`config.mk`:
```
export PLATFORM = sky130hd
export DESIGN_NAME = pid_speed_controller
export DESIGN_NICKNAME = d
export VERILOG_FILES = /design/src/sv/pcs_pkg.sv /design/src/sv/pcs_cfg_regs.sv /design/src/sv/pcs_err_stage.sv /design/src/sv/pcs_mul_stage.sv /design/src/sv/pcs_out_stage.sv /design/src/sv/pid_speed_controller.sv
export SDC_FILE = /design/constraint.sdc
export NUM_CORES = 2
export LEC_CHECK = 0
export BUFFER_PORTS_ARGS = -buffer_cell sky130_fd_sc_hd__buf_2
export CORE_ASPECT_RATIO = 1.5
export CORE_UTILIZATION = 55
export DETAILED_ROUTE_END_ITERATION = 6
export PLACE_DENSITY = 0.78
export RECOVER_POWER = 100
export SYNTH_ARGS = -nofsm -noshare
export SYNTH_HDL_FRONTEND = slang
export SYNTH_SLANG_ARGS = --single-unit
```
`constraint.sdc`:
```
create_clock -name clk_i -period 24.1 [get_ports clk_i]
set_clock_uncertainty 0.15 [all_clocks]
set_input_delay 1.205 -clock clk_i [delete_from_list [all_inputs] [get_ports clk_i]]
set_output_delay 1.205 -clock clk_i [all_outputs]
set_load 0.005 [all_outputs]
```
`src/sv/pcs_pkg.sv`:
```
// Package for the PID speed controller: payload structs, register indexes,
// inter-stage structs and fixed constants. No dependencies.

package pcs_pkg;

  // Request payload
  typedef struct packed {
    logic        [2:0]  motor_index;
    logic signed [15:0] target_speed;
    logic signed [15:0] measured_speed;
  } pcs_in_t;

  // Result payload
  typedef struct packed {
    logic signed [15:0] drive_current;
    logic               at_limit;
  } pcs_out_t;

  // Configuration register set
  typedef struct packed {
    logic [15:0] prop_gain;
    logic [15:0] integ_gain;
    logic [15:0] deriv_gain;
    logic [14:0] integral_limit;
    logic [14:0] curr_limit;
  } pcs_cfg_t;

  // Register indexes
  localparam logic [2:0] RegPropGain  = 3'd0;
  localparam logic [2:0] RegIntegGain = 3'd1;
  localparam logic [2:0] RegDerivGain = 3'd2;
  localparam logic [2:0] RegIntegLim  = 3'd3;
  localparam logic [2:0] RegCurrLim   = 3'd4;

  localparam int unsigned CfgDataW = 16;

  // Reset values
  localparam logic [15:0] PropGainRst  = 16'd3661;
  localparam logic [15:0] IntegGainRst = 16'd212;
  localparam logic [15:0] DerivGainRst = 16'd0;
  localparam logic [14:0] IntegLimRst  = 15'd15000;
  localparam logic [14:0] CurrLimRst   = 15'd15000;

  // Speed error clamp
  localparam logic signed [16:0] ErrMax = 17'sd5000;
  localparam logic signed [16:0] ErrMin = -17'sd5000;

  // Error terms for the multiply stage
  typedef struct packed {
    logic               live;   // motor index in range
    logic signed [13:0] err;
    logic signed [15:0] sum;
    logic signed [14:0] diff;
  } pcs_terms_t;

  // Registered products
  typedef struct packed {
    logic               live;
    logic signed [30:0] p_prod;
    logic signed [32:0] i_prod;
    logic signed [31:0] d_prod;
  } pcs_prods_t;

endpackage

```
`src/sv/pcs_cfg_regs.sv`:
```
// Configuration register bank of the PID speed controller.
// Depends on pcs_pkg.

module pcs_cfg_regs (
  input  logic                            clk_i,
  input  logic                            rst_ni,
  input  logic                            cfg_wr_en_i,
  input  logic [2:0]                      cfg_idx_i,
  input  logic [pcs_pkg::CfgDataW-1:0]    cfg_wdata_i,
  output pcs_pkg::pcs_cfg_t               cfg_o
);
  import pcs_pkg::*;

  pcs_cfg_t cfg_q, cfg_d;

  always_comb begin
    cfg_d = cfg_q;
    if (cfg_wr_en_i) begin
      case (cfg_idx_i)
        RegPropGain:  cfg_d.prop_gain      = cfg_wdata_i;
        RegIntegGain: cfg_d.integ_gain     = cfg_wdata_i;
        RegDerivGain: cfg_d.deriv_gain     = cfg_wdata_i;
        RegIntegLim:  cfg_d.integral_limit = cfg_wdata_i[14:0];
        RegCurrLim:   cfg_d.curr_limit     = cfg_wdata_i[14:0];
        default:      cfg_d = cfg_q;  // unmapped index, ignored
      endcase
    end
  end

  always_ff @(posedge clk_i or negedge rst_ni) begin
    if (!rst_ni) begin
      cfg_q.prop_gain      <= PropGainRst;
      cfg_q.integ_gain     <= IntegGainRst;
      cfg_q.deriv_gain     <= DerivGainRst;
      cfg_q.integral_limit <= IntegLimRst;
      cfg_q.curr_limit     <= CurrLimRst;
    end else begin
      cfg_q <= cfg_d;
    end
  end

  assign cfg_o = cfg_q;

endmodule

```
`src/sv/pcs_err_stage.sv`:
```
// Front of the PID pipeline: request register, per-motor loop state,
// error clamp and integral clamp, and the registered error terms.
// Depends on pcs_pkg.

module pcs_err_stage #(
  parameter int unsigned MOTOR_COUNT = 6
) (
  input  logic                 clk_i,
  input  logic                 rst_ni,
  input  logic                 req_valid_i,
  output logic                 req_stall_o,
  input  pcs_pkg::pcs_in_t     req_i,
  input  logic [14:0]          integral_limit_i,
  output logic                 terms_valid_o,
  input  logic                 terms_stall_i,
  output pcs_pkg::pcs_terms_t  terms_o
);
  import pcs_pkg::*;

  localparam int unsigned SlotW = (MOTOR_COUNT > 1) ? $clog2(MOTOR_COUNT) : 1;

  logic                req_vld_q;
  pcs_in_t             req_q;
  logic                trm_vld_q;
  pcs_terms_t          trm_q, trm_d;
  logic signed [15:0]  err_sum_q   [MOTOR_COUNT];
  logic signed [13:0]  prior_err_q [MOTOR_COUNT];

  logic                trm_take, req_take, live, upd;
  logic [SlotW-1:0]    slot;
  logic signed [15:0]  sum_old;
  logic signed [13:0]  prior_old;
  logic signed [16:0]  raw_err, err_c, sum_raw, lim;

  assign trm_take    = !trm_vld_q || !terms_stall_i;
  assign req_take    = !req_vld_q || trm_take;
  assign req_stall_o = !req_take;

  assign live = 32'(req_q.motor_index) < MOTOR_COUNT;
  assign slot = SlotW'(req_q.motor_index);
  assign upd  = req_vld_q && trm_take && live;

  always_comb begin
    sum_old   = '0;
    prior_old = '0;
    if (live) begin
      sum_old   = err_sum_q[slot];
      prior_old = prior_err_q[slot];
    end
  end

  always_comb begin
    raw_err = $signed({req_q.target_speed[15], req_q.target_speed})
            - $signed({req_q.measured_speed[15], req_q.measured_speed});
    if (raw_err > ErrMax) begin
      err_c = ErrMax;
    end else if (raw_err < ErrMin) begin
      err_c = ErrMin;
    end else begin
      err_c = raw_err;
    end

    lim     = $signed({2'b00, integral_limit_i});
    sum_raw = $signed({sum_old[15], sum_old}) + err_c;
    if (sum_raw > lim) begin
      sum_raw = lim;
    end else if (sum_raw < -lim) begin
      sum_raw = -lim;
    end

    trm_d.live = live;
    trm_d.err  = err_c[13:0];
    trm_d.sum  = sum_raw[15:0];
    trm_d.diff = $signed({err_c[13], err_c[13:0]}) - $signed({prior_old[13], prior_old});
  end

  always_ff @(posedge clk_i or negedge rst_ni) begin
    if (!rst_ni) begin
      req_vld_q <= 1'b0;
      trm_vld_q <= 1'b0;
    end else begin
      if (req_take) begin
        req_vld_q <= req_valid_i;
      end
      if (trm_take) begin
        trm_vld_q <= req_vld_q;
      end
    end
  end

  always_ff @(posedge clk_i) begin
    if (req_take && req_valid_i) begin
      req_q <= req_i;
    end
    if (trm_take && req_vld_q) begin
      trm_q <= trm_d;
    end
  end

  // Loop state is written as the request leaves, so the next one sees it
  always_ff @(posedge clk_i or negedge rst_ni) begin
    if (!rst_ni) begin
      for (int m = 0; m < MOTOR_COUNT; m++) begin
        err_sum_q[m]   <= '0;
        prior_err_q[m] <= '0;
      end
    end else if (upd) begin
      err_sum_q[slot]   <= trm_d.sum;
      prior_err_q[slot] <= trm_d.err;
    end
  end

  assign terms_valid_o = trm_vld_q;
  assign terms_o       = trm_q;

endmodule

```
`src/sv/pcs_mul_stage.sv`:
```
// Gain multiply stage: three products of the Q8.8 gains and the error terms, registered.
// Depends on pcs_pkg.

module pcs_mul_stage (
  input  logic                 clk_i,
  input  logic                 rst_ni,
  input  logic                 terms_valid_i,
  output logic                 terms_stall_o,
  input  pcs_pkg::pcs_terms_t  terms_i,
  input  pcs_pkg::pcs_cfg_t    cfg_i,
  output logic                 prods_valid_o,
  input  logic                 prods_stall_i,
  output pcs_pkg::pcs_prods_t  prods_o
);
  import pcs_pkg::*;

  logic        vld_q, take;
  pcs_prods_t  prods_q, prods_d;

  assign take          = !vld_q || !prods_stall_i;
  assign terms_stall_o = !take;

  always_comb begin
    prods_d.live   = terms_i.live;
    prods_d.p_prod = $signed({1'b0, cfg_i.prop_gain})  * terms_i.err;
    prods_d.i_prod = $signed({1'b0, cfg_i.integ_gain}) * terms_i.sum;
    prods_d.d_prod = $signed({1'b0, cfg_i.deriv_gain}) * terms_i.diff;
  end

  always_ff @(posedge clk_i or negedge rst_ni) begin
    if (!rst_ni) begin
      vld_q <= 1'b0;
    end else if (take) begin
      vld_q <= terms_valid_i;
    end
  end

  always_ff @(posedge clk_i) begin
    if (take && terms_valid_i) begin
      prods_q <= prods_d;
    end
  end

  assign prods_valid_o = vld_q;
  assign prods_o       = prods_q;

endmodule

```
`src/sv/pcs_out_stage.sv`:
```
// Output stage: sums the products, truncates toward zero by 256,
// saturates to the current limit and holds the result register.
// Depends on pcs_pkg.

module pcs_out_stage (
  input  logic                 clk_i,
  input  logic                 rst_ni,
  input  logic                 prods_valid_i,
  output logic                 prods_stall_o,
  input  pcs_pkg::pcs_prods_t  prods_i,
  input  logic [14:0]          curr_limit_i,
  output logic                 out_valid_o,
  input  logic                 out_stall_i,
  output pcs_pkg::pcs_out_t    out_o
);
  import pcs_pkg::*;

  logic               vld_q, take;
  pcs_out_t           res_q, res_d;
  logic signed [33:0] acc;
  logic        [33:0] mag;
  logic        [25:0] mag_sh;
  logic        [14:0] q_mag;
  logic               neg, sat;

  assign take          = !vld_q || !out_stall_i;
  assign prods_stall_o = !take;

  always_comb begin
    acc = 34'(prods_i.p_prod) + 34'(prods_i.i_prod) + 34'(prods_i.d_prod);
    neg = acc[33];
    mag = neg ? 34'(-acc) : 34'(acc);
    mag_sh = mag[33:8];
    sat = mag_sh > 26'(curr_limit_i);
    q_mag = sat ? curr_limit_i : mag_sh[14:0];

    res_d.drive_current = neg ? -$signed({1'b0, q_mag}) : $signed({1'b0, q_mag});
    res_d.at_limit      = sat;
    // Out-of-range motor: zero result
    if (!prods_i.live) begin
      res_d = '0;
    end
  end

  always_ff @(posedge clk_i or negedge rst_ni) begin
    if (!rst_ni) begin
      vld_q <= 1'b0;
    end else if (take) begin
      vld_q <= prods_valid_i;
    end
  end

  always_ff @(posedge clk_i) begin
    if (take && prods_valid_i) begin
      res_q <= res_d;
    end
  end

  assign out_valid_o = vld_q;
  assign out_o       = res_q;

endmodule

```
`src/sv/pid_speed_controller.sv`:
```
// PID speed controller for several motors: positional PID with error and
// integral clamps. Four-register pipeline. Depends on pcs_pkg and pcs_* stages.
//
// Usage:
//   Request channel (in_valid_i / in_stall_o / in_data_i): motor index, target
//   speed and measured speed. Taken at an edge where valid is high and stall
//   is low.
//   Result channel (out_valid_o / out_stall_i / out_data_o): one result per
//   request, in order: saturated drive current and a limit flag.
//   Configuration: cfg_wr_en_i writes cfg_wdata_i into register cfg_idx_i
//   (0 P gain, 1 I gain, 2 D gain, 3 integral limit, 4 current limit).
//   Write only while the pipeline is empty.
// Path: after the request register, a request passes the terms, products
//   and result registers in that order.
// Throughput: one request per cycle, sustained while the receiver does not
//   stall; a request for a motor may follow the previous one for the same
//   motor directly, as the loop state is updated when a request leaves the first stage.
// Reset: pipeline empties, error sums and prior errors clear, registers
//   take their defaults. A stalled receiver holds the result steady and the
//   stall propagates back stage by stage once the pipeline is full.

module pid_speed_controller #(
  parameter int unsigned MOTOR_COUNT = 6
) (
  input  logic                          clk_i,
  input  logic                          rst_ni,
  input  logic                          in_valid_i,
  output logic                          in_stall_o,
  input  pcs_pkg::pcs_in_t              in_data_i,
  output logic                          out_valid_o,
  input  logic                          out_stall_i,
  output pcs_pkg::pcs_out_t             out_data_o,
  input  logic                          cfg_wr_en_i,
  input  logic [2:0]                    cfg_idx_i,
  input  logic [pcs_pkg::CfgDataW-1:0]  cfg_wdata_i
);
  import pcs_pkg::*;

  pcs_cfg_t    cfg;
  logic        trm_valid, trm_stall, prd_valid, prd_stall;
  pcs_terms_t  trm;
  pcs_prods_t  prd;

  pcs_cfg_regs u_cfg (
    .clk_i       (clk_i),
    .rst_ni      (rst_ni),
    .cfg_wr_en_i (cfg_wr_en_i),
    .cfg_idx_i   (cfg_idx_i),
    .cfg_wdata_i (cfg_wdata_i),
    .cfg_o       (cfg)
  );

  pcs_err_stage #(
    .MOTOR_COUNT (MOTOR_COUNT)
  ) u_err (
    .clk_i            (clk_i),
    .rst_ni           (rst_ni),
    .req_valid_i      (in_valid_i),
    .req_stall_o      (in_stall_o),
    .req_i            (in_data_i),
    .integral_limit_i (cfg.integral_limit),
    .terms_valid_o    (trm_valid),
    .terms_stall_i    (trm_stall),
    .terms_o          (trm)
  );

  pcs_mul_stage u_mul (
    .clk_i         (clk_i),
    .rst_ni        (rst_ni),
    .terms_valid_i (trm_valid),
    .terms_stall_o (trm_stall),
    .terms_i       (trm),
    .cfg_i         (cfg),
    .prods_valid_o (prd_valid),
    .prods_stall_i (prd_stall),
    .prods_o       (prd)
  );

  pcs_out_stage u_out (
    .clk_i           (clk_i),
    .rst_ni          (rst_ni),
    .prods_valid_i   (prd_valid),
    .prods_stall_o   (prd_stall),
    .prods_i         (prd),
    .curr_limit_i    (cfg.curr_limit),
    .out_valid_o     (out_valid_o),
    .out_stall_i     (out_stall_i),
    .out_o           (out_data_o)
  );

endmodule

```
==> results.md <==
* Most common library cell in the layout ignoring fill and taps: sky130_fd_sc_hd__inv_1
* Skew-Pair Late Insertion Delay at 0.66 ns
* Run status: complete, but fails checks
* Clk root buf: sky130_fd_sc_hd__clkbuf_16
* Initial drt markers at 2255
* Die X at 243 um
* Flip-flop and latch count after synthesis at 457
* Number of antenna violations at the first check in global routing at 7
* Vias per inst at 5.88
* WL/cell at 21.4 um
* Maximum number of pins on one net before global-route repair at 77
* Critical Path Max Stage Delay at 0.93 ns
* Slowest cell on the critical path: sky130_fd_sc_hd__clkbuf_1
* Wire length of the first global-routing pass at 204000 um
* Clock-pin slew on the worst setup and hold paths at 0.06 ns
* Synthesized area at 0.0480 sq mm
* Area share of fa/ha/maj cells after synthesis at 36.4%
* Class of the most critical hold timing path: reg2reg
* Setup Buffers After CTS at 0
* Finished Layout Cells at 5993
* Final HPWL from detailed placement at 96200 um
* Residual antenna-violating net count after detailed routing at 0
* Count of unresolved DRC violations after routing at 2
* Site Rows at 132
* Fraction of final layout cells sized beyond drive strength 1 at 8.00%
* Complex-gate fraction of the synthesized area at 8.92%
* Clock sink count at 457
* TritonCTS clock tree: built
* Combinational family with the most area after synthesis: adder cells
* Area delta synth->final at 6.44%
* Number of detailed-route iterations in the first pass at 7
* GRT Util Overall at 30.0%
* Proportion of synthesized area in mux cells at 4.40%
* Vias at 35300
* Count of cells resized by post-cts repair at 0
* Fin crit share at 44.4%
* Global-route congestion overflow total at 0
* Setup TNS at 0 ns
* Class of the most critical setup path: reg2reg
* Area of the die at 0.0885 sq mm
* Kind of end point of the critical path: flip-flop
* Clock buffers created by TritonCTS at 50
* Net count of the mapped netlist at 5929
* CP required at 24.54 ns
* Die Ht at 364 um
* I/O pin total at 78
* Commonest non-fill, non-tap cells in the layout: sky130_fd_sc_hd__inv_1, sky130_fd_sc_hd__nand2_1, sky130_fd_sc_hd__fa_1
* Number of enable-type register cells in the synthesized netlist at 195
* Async set or reset register ratio after synthesis at 57.3%
* Area share of xor/xnor cells in the synthesized design at 3.27%
* Count of hold buffers inserted by post-cts repair at 0
* Final number of hold-violating endpoints at 0
* Yosys warning total at 0
* Max-cap violations at 15
* Worst slew pin tran at 4.58 ns
* Number of instances in the synthesized netlist at 4819
* Setup repair after global routing missed its margin: no
* Count of pins over their slew limit at 697
* Tmin final at 10.71 ns
* GP Congestion at 0.950
* Total detailed-routing wirelength at 128000 um
* Cell type with the highest occurrence count on the critical path: sky130_fd_sc_hd__o21ai_0
* Mapped Avg Cell Area at 9.96 sq um
* Max-slew headroom at the worst pin at -205%
* Top fanout value on the critical path at 16
* Total instance count after detailed placement at 5898
* Port-buffer cells at 77
* Critical path startpoint category: flip-flop
* Final number of setup-violating endpoints at 0
* Effective utilization at floorplan at 55.6%
* Vias in the first global route at 37900
* Number of buffers between clock root and the deepest sink at 3
* Floorplan Core Area at 0.0864 sq mm
* Cell variety after synth at 83
* Critical path data arrival time at 11.14 ns
* Count of fill cells added during filler insertion at 7079
* Max Clock Freq at 0.0934 GHz
* Clock H-tree levels at 2
* Ys flop type: sky130_fd_sc_hd__dfrtp_1
* Area fraction in and, or, nand and nor cells after synthesis at 13.8%
* Sequential share of the synthesized area at 25.9%
* Violations in the final reports: DRC, capacitance limit, slew limit
* Nets at 5921
## stage by stage
stage          worst slack, ns  cell area, sq um  hold WS, ns  util, %
2_1_floorplan            15.61             48000        0.250        -
3_3_place_gp             14.68             49500        0.294     57.3
3_5_place_dp             14.47             49500        0.310     57.3
4_1_cts                  14.36             51200        0.317     59.3
5_1_grt                  12.55             51100        0.347     59.1
6_report                 13.39             51100        0.316     59.1
## layer usage
layer,share of wire [%],wire length [um],global-route usage [%]
met2,49,63200,52.5
met4,8.9,11500,22.5
met1,35,44800,32.6
met3,6.9,8820,4.96
met5,0.0094,12,0
## Yosys cell counts (all sizes together), types with 9 or more instances
cell type,count,area (sq um)
xnor2,130,1140
ha,473,5920
dfrtp,237,5930
fa,578,11600
nor3,54,270
mux2i,23,230
o21ai,190,951
a31oi,24,156
dfstp,25,657
o21a,35,263
nor3b,10,75.1
nand2b,58,363
nor2b,25,156
edfxtp,195,5860
nand4,14,103
a21oi,120,601
nand3,69,345
a211oi,27,208
a211o,9,78.8
inv,739,2770
nand2,604,2270
and3,23,144
or3,21,131
a21boi,16,120
a21o,39,293
nor2,149,559
o211ai,14,105
o31ai,13,111
and2,302,1890
a22oi,80,601
a221oi,16,140
xor2,49,429
o21bai,22,165
mux2,167,1880
or2,10,62.6
clkbuf,171,642
nor4,10,77.6
## logic make-up after synthesis
| group | after synthesis |
|---|---|
| compound gates | 657 |
| xor+xnor | 179 |
| fa+ha+maj | 1051 |
| buf+inv | 917 |
| flops | 457 |
| mux | 190 |
| simple gates | 1368 |
## cell type report
cell class	count	area (sq um)	area share (%)
Clock inverter	25	335	0.656
Inverter	739	2770	5.43
Antenna cell	1	2.50	0.00490
Multi-Input combinational cell	3445	32100	62.9
Timing Repair Buffer	118	591	1.16
Sequential cell	457	12400	24.4
Clock buffer	69	1390	2.73
Tap cell	1139	1430	2.79
## worst max-delay path, delay by kind of cell (launching register included)
kind | cells | cell delay (ns)
AO/OA/AOI/OAI | 18 | 4.58
flip-flops | 1 | 0.36
adder cells (fa/ha/maj) | 5 | 1.67
AND/OR/NAND/NOR | 8 | 1.62
buffers and inverters | 4 | 1.36
XOR/XNOR | 1 | 0.23
multiplexers | 2 | 0.67
## sequential cells by signal, summed over array words and instances (netlist names)
register,count
u_out.out_o,17
u_err.prior_err_q,84
u_mul.prods_valid_o,1
u_err.err_sum_q,96
u_err.req_vld_q,1
u_cfg.cfg_o,78
u_out.out_valid_o,1
u_err.terms_o,46
u_mul.prods_o,97
u_err.slot,3
u_err.req_q,32
u_err.terms_valid_o,1
## worst paths after layout
check                                     from  cells after the start                     to  slack (ns)
max                             u_err.req_q[0]                     38    u_err.err_sum_q[28]       13.39
min                        u_mul.prods_valid_o                      1      u_out.out_valid_o        0.32
max reg2reg                     u_err.req_q[0]                     38    u_err.err_sum_q[28]       13.39
min reg2reg                u_mul.prods_valid_o                      1      u_out.out_valid_o        0.32
max in group asynchronous               rst_ni                      3  u_err.prior_err_q[11]       14.68
min in group asynchronous               rst_ni                      1        u_cfg.cfg_o[76]        2.07
Power is not shown: default switching activity piles up to over one toggle a cycle in this logic, so the estimate is an artifact.
